[src/sv/wfq_pkg.sv]
`timescale 1ns / 1ps

package wfq_pkg;

  localparam int QueueDepth = 32;
  localparam int NumLanes   = 8;
  localparam int NumWarps   = 8;
  localparam int PcWidth    = 32;

  localparam int PtrW   = $clog2(QueueDepth);
  localparam int CntW   = $clog2(QueueDepth + 1);
  localparam int MaskW  = 8;
  localparam int WarpW  = 3;
  localparam int LaneCntW = 4;
  localparam int HaltW  = 8;
  localparam int QueuedW = 6;

  localparam logic [MaskW-1:0] LaneKeep = {MaskW{1'b1}} >> (MaskW - NumLanes);
  localparam logic [31:0] PcKeep = {32{1'b1}} >> (32 - PcWidth);

  localparam logic CMD_PUSH = 1'b0;
  localparam logic CMD_POP  = 1'b1;

  typedef enum logic [1:0] {
    STATUS_OK    = 2'd0,
    STATUS_FULL  = 2'd1,
    STATUS_EMPTY = 2'd2
  } status_e;

  typedef enum logic {
    ST_IDLE,
    ST_READ
  } state_e;

  typedef struct packed {
    logic                cmd;
    logic [31:0]         next_pc;
    logic [MaskW-1:0]    lane_mask;
    logic [WarpW-1:0]    warp_num;
    logic [LaneCntW-1:0] lane_count;
  } in_t;

  typedef struct packed {
    logic [1:0]          status;
    logic [31:0]         fetch_pc;
    logic [WarpW-1:0]    fetch_warp;
    logic [MaskW-1:0]    fetch_mask;
    logic [LaneCntW-1:0] fetch_lane_count;
    logic                warp_halted;
    logic [HaltW-1:0]    halt_bits;
    logic [QueuedW-1:0]  queued;
  } out_t;

  typedef struct packed {
    logic [31:0]         pc;
    logic [MaskW-1:0]    mask;
    logic [WarpW-1:0]    warp;
    logic [LaneCntW-1:0] count;
  } entry_t;

  // controller -> datapath
  typedef struct packed {
    logic    store;      // write the pushed request
    logic    rd_issue;   // read the head entry
    logic    pop_commit; // retire the head entry, update halt tracking
    logic    load_out;   // capture a result beat
    status_e out_status;
  } dp_cmd_t;

  // datapath -> controller
  typedef struct packed {
    logic full;
    logic empty;
  } dp_sts_t;

endpackage

[src/sv/wfq_ctrl.sv]
`timescale 1ns / 1ps

module wfq_ctrl (
  input  logic              clk_i,
  input  logic              rst_ni,
  input  logic              in_valid_i,
  output logic              in_ready_o,
  input  logic              in_cmd_i,
  output logic              out_valid_o,
  input  logic              out_ready_i,
  input  wfq_pkg::dp_sts_t  sts_i,
  output wfq_pkg::dp_cmd_t  cmd_o
);

  wfq_pkg::state_e state_q, state_d;
  logic out_valid_q, out_valid_d;
  logic slot_free;
  logic in_fire;

  // result slot is free if empty or being drained this cycle
  assign slot_free = !out_valid_q || out_ready_i;
  assign in_ready_o = (state_q == wfq_pkg::ST_IDLE) && slot_free;
  assign in_fire = in_valid_i && in_ready_o;
  assign out_valid_o = out_valid_q;

  always_comb begin
    state_d = state_q;
    case (state_q)
      wfq_pkg::ST_IDLE: begin
        if (in_fire && in_cmd_i == wfq_pkg::CMD_POP && !sts_i.empty) begin
          state_d = wfq_pkg::ST_READ;
        end
      end
      wfq_pkg::ST_READ: begin
        if (slot_free) begin
          state_d = wfq_pkg::ST_IDLE;
        end
      end
      default: state_d = wfq_pkg::ST_IDLE;
    endcase
  end

  always_comb begin
    cmd_o = '0;
    cmd_o.out_status = wfq_pkg::STATUS_OK;
    case (state_q)
      wfq_pkg::ST_IDLE: begin
        if (in_fire) begin
          if (in_cmd_i == wfq_pkg::CMD_PUSH) begin
            cmd_o.load_out = 1'b1;
            if (sts_i.full) begin
              cmd_o.out_status = wfq_pkg::STATUS_FULL;
            end else begin
              cmd_o.store = 1'b1;
            end
          end else if (sts_i.empty) begin
            cmd_o.load_out   = 1'b1;
            cmd_o.out_status = wfq_pkg::STATUS_EMPTY;
          end else begin
            cmd_o.rd_issue = 1'b1;
          end
        end
      end
      wfq_pkg::ST_READ: begin
        if (slot_free) begin
          cmd_o.pop_commit = 1'b1;
          cmd_o.load_out   = 1'b1;
        end
      end
      default: ;
    endcase
  end

  assign out_valid_d = cmd_o.load_out || (out_valid_q && !out_ready_i);

  always_ff @(posedge clk_i or negedge rst_ni) begin
    if (!rst_ni) begin
      state_q     <= wfq_pkg::ST_IDLE;
      out_valid_q <= 1'b0;
    end else begin
      state_q     <= state_d;
      out_valid_q <= out_valid_d;
    end
  end

endmodule

[src/sv/wfq_datapath.sv]
`timescale 1ns / 1ps

module wfq_datapath (
  input  logic              clk_i,
  input  logic              rst_ni,
  input  wfq_pkg::in_t      in_data_i,
  input  wfq_pkg::dp_cmd_t  cmd_i,
  output wfq_pkg::dp_sts_t  sts_o,
  output wfq_pkg::out_t     out_data_o
);

  wfq_pkg::entry_t mem [wfq_pkg::QueueDepth];
  wfq_pkg::entry_t rdata_q;
  wfq_pkg::entry_t wr_entry;

  logic [wfq_pkg::PtrW-1:0]  head_q, head_d, tail_q, tail_d;
  logic [wfq_pkg::CntW-1:0]  count_q, count_d;
  logic [31:0]               last_pc_q, last_pc_d;
  logic [wfq_pkg::WarpW-1:0] last_warp_q, last_warp_d;
  logic [wfq_pkg::MaskW-1:0] last_mask_q, last_mask_d;
  logic                      last_valid_q, last_valid_d;
  logic [wfq_pkg::HaltW-1:0] halt_q, halt_d;
  logic                      repeat_hit;
  wfq_pkg::out_t             out_q, out_d;

  function automatic logic [wfq_pkg::PtrW-1:0] ring_next(logic [wfq_pkg::PtrW-1:0] p);
    if (p == wfq_pkg::PtrW'(wfq_pkg::QueueDepth - 1)) begin
      return '0;
    end
    return p + 1'b1;
  endfunction

  assign sts_o.full  = (count_q == wfq_pkg::CntW'(wfq_pkg::QueueDepth));
  assign sts_o.empty = (count_q == '0);

  always_comb begin
    wr_entry.pc    = in_data_i.next_pc & wfq_pkg::PcKeep;
    wr_entry.mask  = in_data_i.lane_mask & wfq_pkg::LaneKeep;
    wr_entry.warp  = in_data_i.warp_num;
    wr_entry.count = in_data_i.lane_count;
  end

  always_ff @(posedge clk_i) begin
    if (cmd_i.store) begin
      mem[tail_q] <= wr_entry;
    end
    if (cmd_i.rd_issue) begin
      rdata_q <= mem[head_q];
    end
  end

  assign repeat_hit = last_valid_q && (rdata_q.pc == last_pc_q) &&
                      (rdata_q.warp == last_warp_q) && (rdata_q.mask == last_mask_q);

  always_comb begin
    head_d       = head_q;
    tail_d       = tail_q;
    count_d      = count_q;
    last_pc_d    = last_pc_q;
    last_warp_d  = last_warp_q;
    last_mask_d  = last_mask_q;
    last_valid_d = last_valid_q;
    halt_d       = halt_q;
    if (cmd_i.store) begin
      tail_d  = ring_next(tail_q);
      count_d = count_q + 1'b1;
    end
    if (cmd_i.pop_commit) begin
      head_d       = ring_next(head_q);
      count_d      = count_q - 1'b1;
      last_pc_d    = rdata_q.pc;
      last_warp_d  = rdata_q.warp;
      last_mask_d  = rdata_q.mask;
      last_valid_d = 1'b1;
      // warps past the configured count are tracked but never halted
      if (32'(rdata_q.warp) < wfq_pkg::NumWarps) begin
        halt_d[rdata_q.warp] = repeat_hit;
      end
    end
  end

  always_comb begin
    out_d                  = '0;
    out_d.status           = cmd_i.out_status;
    out_d.halt_bits        = halt_d;
    out_d.queued           = wfq_pkg::QueuedW'(count_d);
    if (cmd_i.pop_commit) begin
      out_d.fetch_pc         = rdata_q.pc;
      out_d.fetch_warp       = rdata_q.warp;
      out_d.fetch_mask       = rdata_q.mask;
      out_d.fetch_lane_count = rdata_q.count;
      out_d.warp_halted      = repeat_hit;
    end
  end

  always_ff @(posedge clk_i) begin
    if (cmd_i.load_out) begin
      out_q <= out_d;
    end
  end

  assign out_data_o = out_q;

  always_ff @(posedge clk_i or negedge rst_ni) begin
    if (!rst_ni) begin
      head_q       <= '0;
      tail_q       <= '0;
      count_q      <= '0;
      last_pc_q    <= '0;
      last_warp_q  <= '0;
      last_mask_q  <= wfq_pkg::LaneKeep;
      last_valid_q <= 1'b0;
      halt_q       <= '0;
    end else begin
      head_q       <= head_d;
      tail_q       <= tail_d;
      count_q      <= count_d;
      last_pc_q    <= last_pc_d;
      last_warp_q  <= last_warp_d;
      last_mask_q  <= last_mask_d;
      last_valid_q <= last_valid_d;
      halt_q       <= halt_d;
    end
  end

endmodule

[src/sv/warp_fetch_queue_halt_detect.sv]
`timescale 1ns / 1ps

// Fetch-request ring queue with repeat (halt) detection, 32 entries.
// Input channel (in_valid_i/in_ready_o/in_data_i): one beat is a push
// (cmd 0) of pc, lane mask, warp and lane count, or a pop (cmd 1).
// Output channel (out_valid_o/out_ready_i/out_data_o): exactly one result
// beat per input beat, in order: status, the popped request, the repeat
// flag, the per-warp halt bits and the queue occupancy after the beat.
// A push, or a pop that finds the queue empty, loads its result into the
// output register on acceptance. A pop that hits an entry first does a
// registered read of the entry RAM, then compares against the last fetch
// and updates the halt bits while its result is loaded. One push per
// cycle while results are taken; a hitting pop blocks new beats until loaded.
// The result sits in an output register; a new beat is accepted while a
// result is being taken. If the receiver stalls, the result holds and
// in_ready_o stays low until the slot drains.
// Reset clears pointers, occupancy, last-fetch tracking and halt bits;
// the entry RAM is not cleared and needs no sweep.

module warp_fetch_queue_halt_detect (
  input  logic           clk_i,
  input  logic           rst_ni,
  input  logic           in_valid_i,
  output logic           in_ready_o,
  input  wfq_pkg::in_t   in_data_i,
  output logic           out_valid_o,
  input  logic           out_ready_i,
  output wfq_pkg::out_t  out_data_o
);

  wfq_pkg::dp_cmd_t dp_cmd;
  wfq_pkg::dp_sts_t dp_sts;

  wfq_ctrl u_ctrl (
    .clk_i       (clk_i),
    .rst_ni      (rst_ni),
    .in_valid_i  (in_valid_i),
    .in_ready_o  (in_ready_o),
    .in_cmd_i    (in_data_i.cmd),
    .out_valid_o (out_valid_o),
    .out_ready_i (out_ready_i),
    .sts_i       (dp_sts),
    .cmd_o       (dp_cmd)
  );

  wfq_datapath u_datapath (
    .clk_i      (clk_i),
    .rst_ni     (rst_ni),
    .in_data_i  (in_data_i),
    .cmd_i      (dp_cmd),
    .sts_o      (dp_sts),
    .out_data_o (out_data_o)
  );

endmodule
[config.mk]
export PLATFORM = sky130hd
export DESIGN_NAME = warp_fetch_queue_halt_detect
export DESIGN_NICKNAME = d
export VERILOG_FILES = /design/src/sv/wfq_pkg.sv /design/src/sv/wfq_ctrl.sv /design/src/sv/wfq_datapath.sv /design/src/sv/warp_fetch_queue_halt_detect.sv
export SDC_FILE = /design/constraint.sdc
export NUM_CORES = 2
export LEC_CHECK = 0
export ABC_AREA = 1
export BUFFER_PORTS_ARGS = -buffer_cell sky130_fd_sc_hd__buf_2
export CORE_ASPECT_RATIO = 0.7
export CORE_MARGIN = 4
export CORE_UTILIZATION = 30
export CTS_CLUSTER_DIAMETER = 30
export DETAILED_ROUTE_END_ITERATION = 8
export MAX_ROUTING_LAYER = met4
export PLACE_DENSITY_LB_ADDON = 0.2
export SETUP_SLACK_MARGIN = 0.5
export SLEW_MARGIN = 20
export SYNTH_ARGS = -nofsm -noshare
export SYNTH_HDL_FRONTEND = slang
export SYNTH_SLANG_ARGS = --single-unit
[constraint.sdc]
create_clock -name clk_i -period 7.1 [get_ports clk_i]
set_input_delay 0.355 -clock clk_i [delete_from_list [all_inputs] [get_ports clk_i]]
set_output_delay 0.355 -clock clk_i [all_outputs]
set_load 0.005 [all_outputs]
==> impl_metrics.csv <==
group,metric,value,unit
floorplan,initial_utilization,0.303,
power_and_ir_drop,p_total,34100,uW
synth,synth_top_family_by_area,"simple AND/OR/NAND/NOR gates",
synth,synthAdderAreaFrac,0.00170,
global_route,grt_first_pass_wirelength,296,mm
global_route,grt.total_usage,0.180,
sta,tightest_slew,1.19,ns
synth,synthTopCellsByArea,"edfxtp_1, o21ai_0, nor2_1",
final_layout,drive_gt1_frac,0.124,
synth,synth_top_cells_by_count,"edfxtp_1, nor2_1, o21ai_0, nand2_1, o22ai_1",
floorplan,fp.dieW,569,um
clock_tree,clock_path_buffers,4,
floorplan,die_y,401,um
power_and_ir_drop,seq_power_share,0.351,
synth,synth_compound_area_frac,0.0999,
run,drv_cap,0,
detailed_routing,drc,0,
power_and_ir_drop,p_leak,0.0266,uW
setup_path,cp.required,7.52,ns
synth,synth_fp_nets,5196,
final_layout,areaGrowthSynthToFinish,19.6,%
sta,fin_skew,0.0360,ns
sta,hold_violations,0,
synth,synth-seq-cells,1685,
power_and_ir_drop,pwr-share-comb,0.262,
outcome,status,"finished clean",
final_layout,regArea,50300,um^2
clock_tree,cts-htree-levels,5,
hold_path,hold_path_class,"primary input to register",
setup_path,cp.arrival,4.60,ns
setup_path,start_kind,"register",
sta,relSlewSlack,0.208,
synth,synth_cell_type_count,31,
global_route,gr-total-overflow,0,
clock_tree,numCtsBuffers,279,
clock_tree,cts_resized,0,
place,placed_cell_area,69900,um^2
setup_path,worst-setup-path-type,"register to register",
sta,fmaxAchievable,239,MHz
detailed_routing,drtIter0Drc,4417,
synth,synth_top_area_cell,"edfxtp_1",
place,pre_cts_ws,2.90,ns
floorplan,ios,118,
detailed_routing,routed_wl,205,mm
power_and_ir_drop,p_clk_frac,0.387,
synth,synth_simple_gate_area_share,0.106,
detailed_routing,wire_per_inst,24.4,um
final_layout,multi_input_comb_area,14100,um^2
sta,final-max-slew-violation-count,0,
synth,yosys_warnings,0,
power_and_ir_drop,irDropWorstVdd,0.509,mV
power_and_ir_drop,sw_frac_of_total,0.347,
power_and_ir_drop,p_switching,11800,uW
synth,synth_async_sr_flop_share,0.0415,
synth,ys.flop_type,"edfxtp_1",
place,hpwl,109,mm
place,gp_congestion,0.793,
sta,final.setup.tns,0,ns
power_and_ir_drop,p_int,22300,uW
global_route,antenna_found_initial,15,
clock_tree,cts_root_buffer,"clkbuf_16",
synth,syn_avg_cell_area,12.9,um^2
synth,synth_top_area_frac,0.734,
final_layout,stdcell_area,79000,um^2
synth,post-synth-top-count-cell,"edfxtp_1",
clock_tree,clock_latency,0.81,ns
synth,synth-xor-area-share,0.00172,
sta,setup_viol,0,
sta,min_period,4.18,ns
clock_tree,cts_num_sinks,1685,
sta,setup_slack,2.92,ns
setup_path,end_kind,"register",
global_route,grt_max_degree,336,
detailed_routing,postRouteAntennaNets,0,
synth,synth_cells,5135,
synth,synth_seq_area_share,0.761,
detailed_routing,firstDrtPassIters,6,
clock_tree,cts_tree,"done",
final_layout,layout.nets,5341,
clock_tree,path_clk_slew,0.06,ns
synth,synthMuxAreaShare,0.000151,
floorplan,rows,143,
setup_path,crit_path_max_fanout,26,
floorplan,die_area,228000,um^2
sta,finalCritPeriodShare,0.589,
global_route,grt_pass1_vias,40900,
synth,synth-edff-count,1615,
detailed_routing,via_count,42600,
floorplan,core_area,218000,um^2
synth,netlist_area,66100,um^2
power_and_ir_drop,powerDensity,431,nW/um^2
place,io_buffer_count,117,
final_layout,n_fill_cell,21000,
detailed_routing,viasPerCell,5.08,
sta,rsz0062_at_grt,"no",
metal layers:
metal,part of all wire,vias up,global-route usage,routed length (um)
met3,0.058,304,0.0294,11900
met2,0.44,1381,0.261,90100
met4,0.022,0,0.0440,4580
met1,0.48,21800,0.262,98300
met5,0,-,-,0
li1,-,19100,-,-
state kept, by name, summed over array words and instances, names as in the netlist:
signal and flops:
u_datapath.halt_q 8, u_datapath.last_mask_q 8, u_datapath.out_data_o 64, u_datapath.last_valid_q 1, u_datapath.mem 1504, u_datapath.rdata_q 47
u_datapath.head_q 5, u_datapath.last_pc_q 32, u_datapath.last_warp_q 3, u_datapath.count_q 6, u_ctrl.state_q 1, u_datapath.tail_q 5
u_ctrl.out_valid_o 1
cell families (layout without fill, tap and decap cells):
group	after synthesis	in the layout
xor gates and xnor gates	13	13
other	0	1
adders and majority gates	9	9
buffers and inverters	467	823
muxes	1	1
DFF	1685	1685
and+or+nand+nor	1754	1754
AOI/OAI and AO/OA	1206	1206
power by group through the flow:
stage	logic (uW)	registers [uW]	clock network (uW)
final	8920	12000	13200
after detailed placement	8970	12200	0
after CTS	9010	12000	13400
after global routing	9870	12000	13900
after floorplan	5750	11900	0
after global placement	8990	12200	0
final timing paths:
| check | to | cells past startpoint | slack (ns) | startpoint |
|---|---|---|---|---|
| setup reg to reg | u_datapath.mem[30][31] | 10 | 2.92 | u_datapath.count_q[0] |
| hold reg to reg | u_datapath.last_valid_q | 2 | 0.45 | u_datapath.last_valid_q |
| hold / removal | u_datapath.mem[27][37] | 1 | 0.08 | in_data_i[37] |
| max in group asynchronous | u_datapath.head_q[3] | 3 | 6.03 | rst_ni |
| min in group asynchronous | u_datapath.last_warp_q[1] | 3 | 0.29 | rst_ni |
| setup / recovery | u_datapath.mem[30][31] | 10 | 2.92 | u_datapath.count_q[0] |
metrics by stage:
| step | std cells | util | hold slack [ns] |
|---|---|---|---|
| 2_1_floorplan | 5135 | - | 0.0594 |
| 3_3_place_gp | 7891 | 0.320 | 0.186 |
| 3_5_place_dp | 7893 | 0.320 | 0.188 |
| 4_1_cts | 8391 | 0.362 | 0.0316 |
| 5_1_grt | 8391 | 0.362 | 0.0720 |
| 6_report | 8392 | 0.362 | 0.0822 |
timing repair:
| item | in CTS | in global routing |
|---|---|---|
| setup endpoints to repair | 0 | 0 |
| buffers inserted | 0 | 0 |
| endpoints found under the hold margin | 66 | 0 |
| hold buffers | 6 | 0 |
critical path, cell delays in order (launching register included):
cell and delay, ns:
dfrtp_1 0.41, inv_1 0.08, ha_1 0.21, nand2_1 0.10
nor2_1 0.07, nand2_1 0.09, nand2_1 0.32, clkinv_1 0.29
nand2_1 0.51, nor2_4 1.01, buf_4 0.68
final cells by class:
class / instances / share of cell area
flip-flops and latches: 1685 / 0.636
multi-input cells: 2983 / 0.178
clock buffers: 321 / 0.0932
well taps: 2900 / 0.0459
clock inverters: 171 / 0.0218
repair buffers: 200 / 0.0181
inverters: 131 / 0.00679
diodes: 1 / 0.0000317
cell usage in the layout, fill, tap and decap left out, types with 32 or more instances in the layout:
cell / count
edfxtp_1: 1615
nor2_1: 840
o21ai_0: 770
nand2_1: 572
o22ai_1: 378
nand3_1: 298
clkbuf_16: 289
inv_1: 124
buf_2: 116
buf_4: 63
dfrtp_1: 57
clkinv_2: 33
inv_6: 32
(Power assumes the default switching activity.)
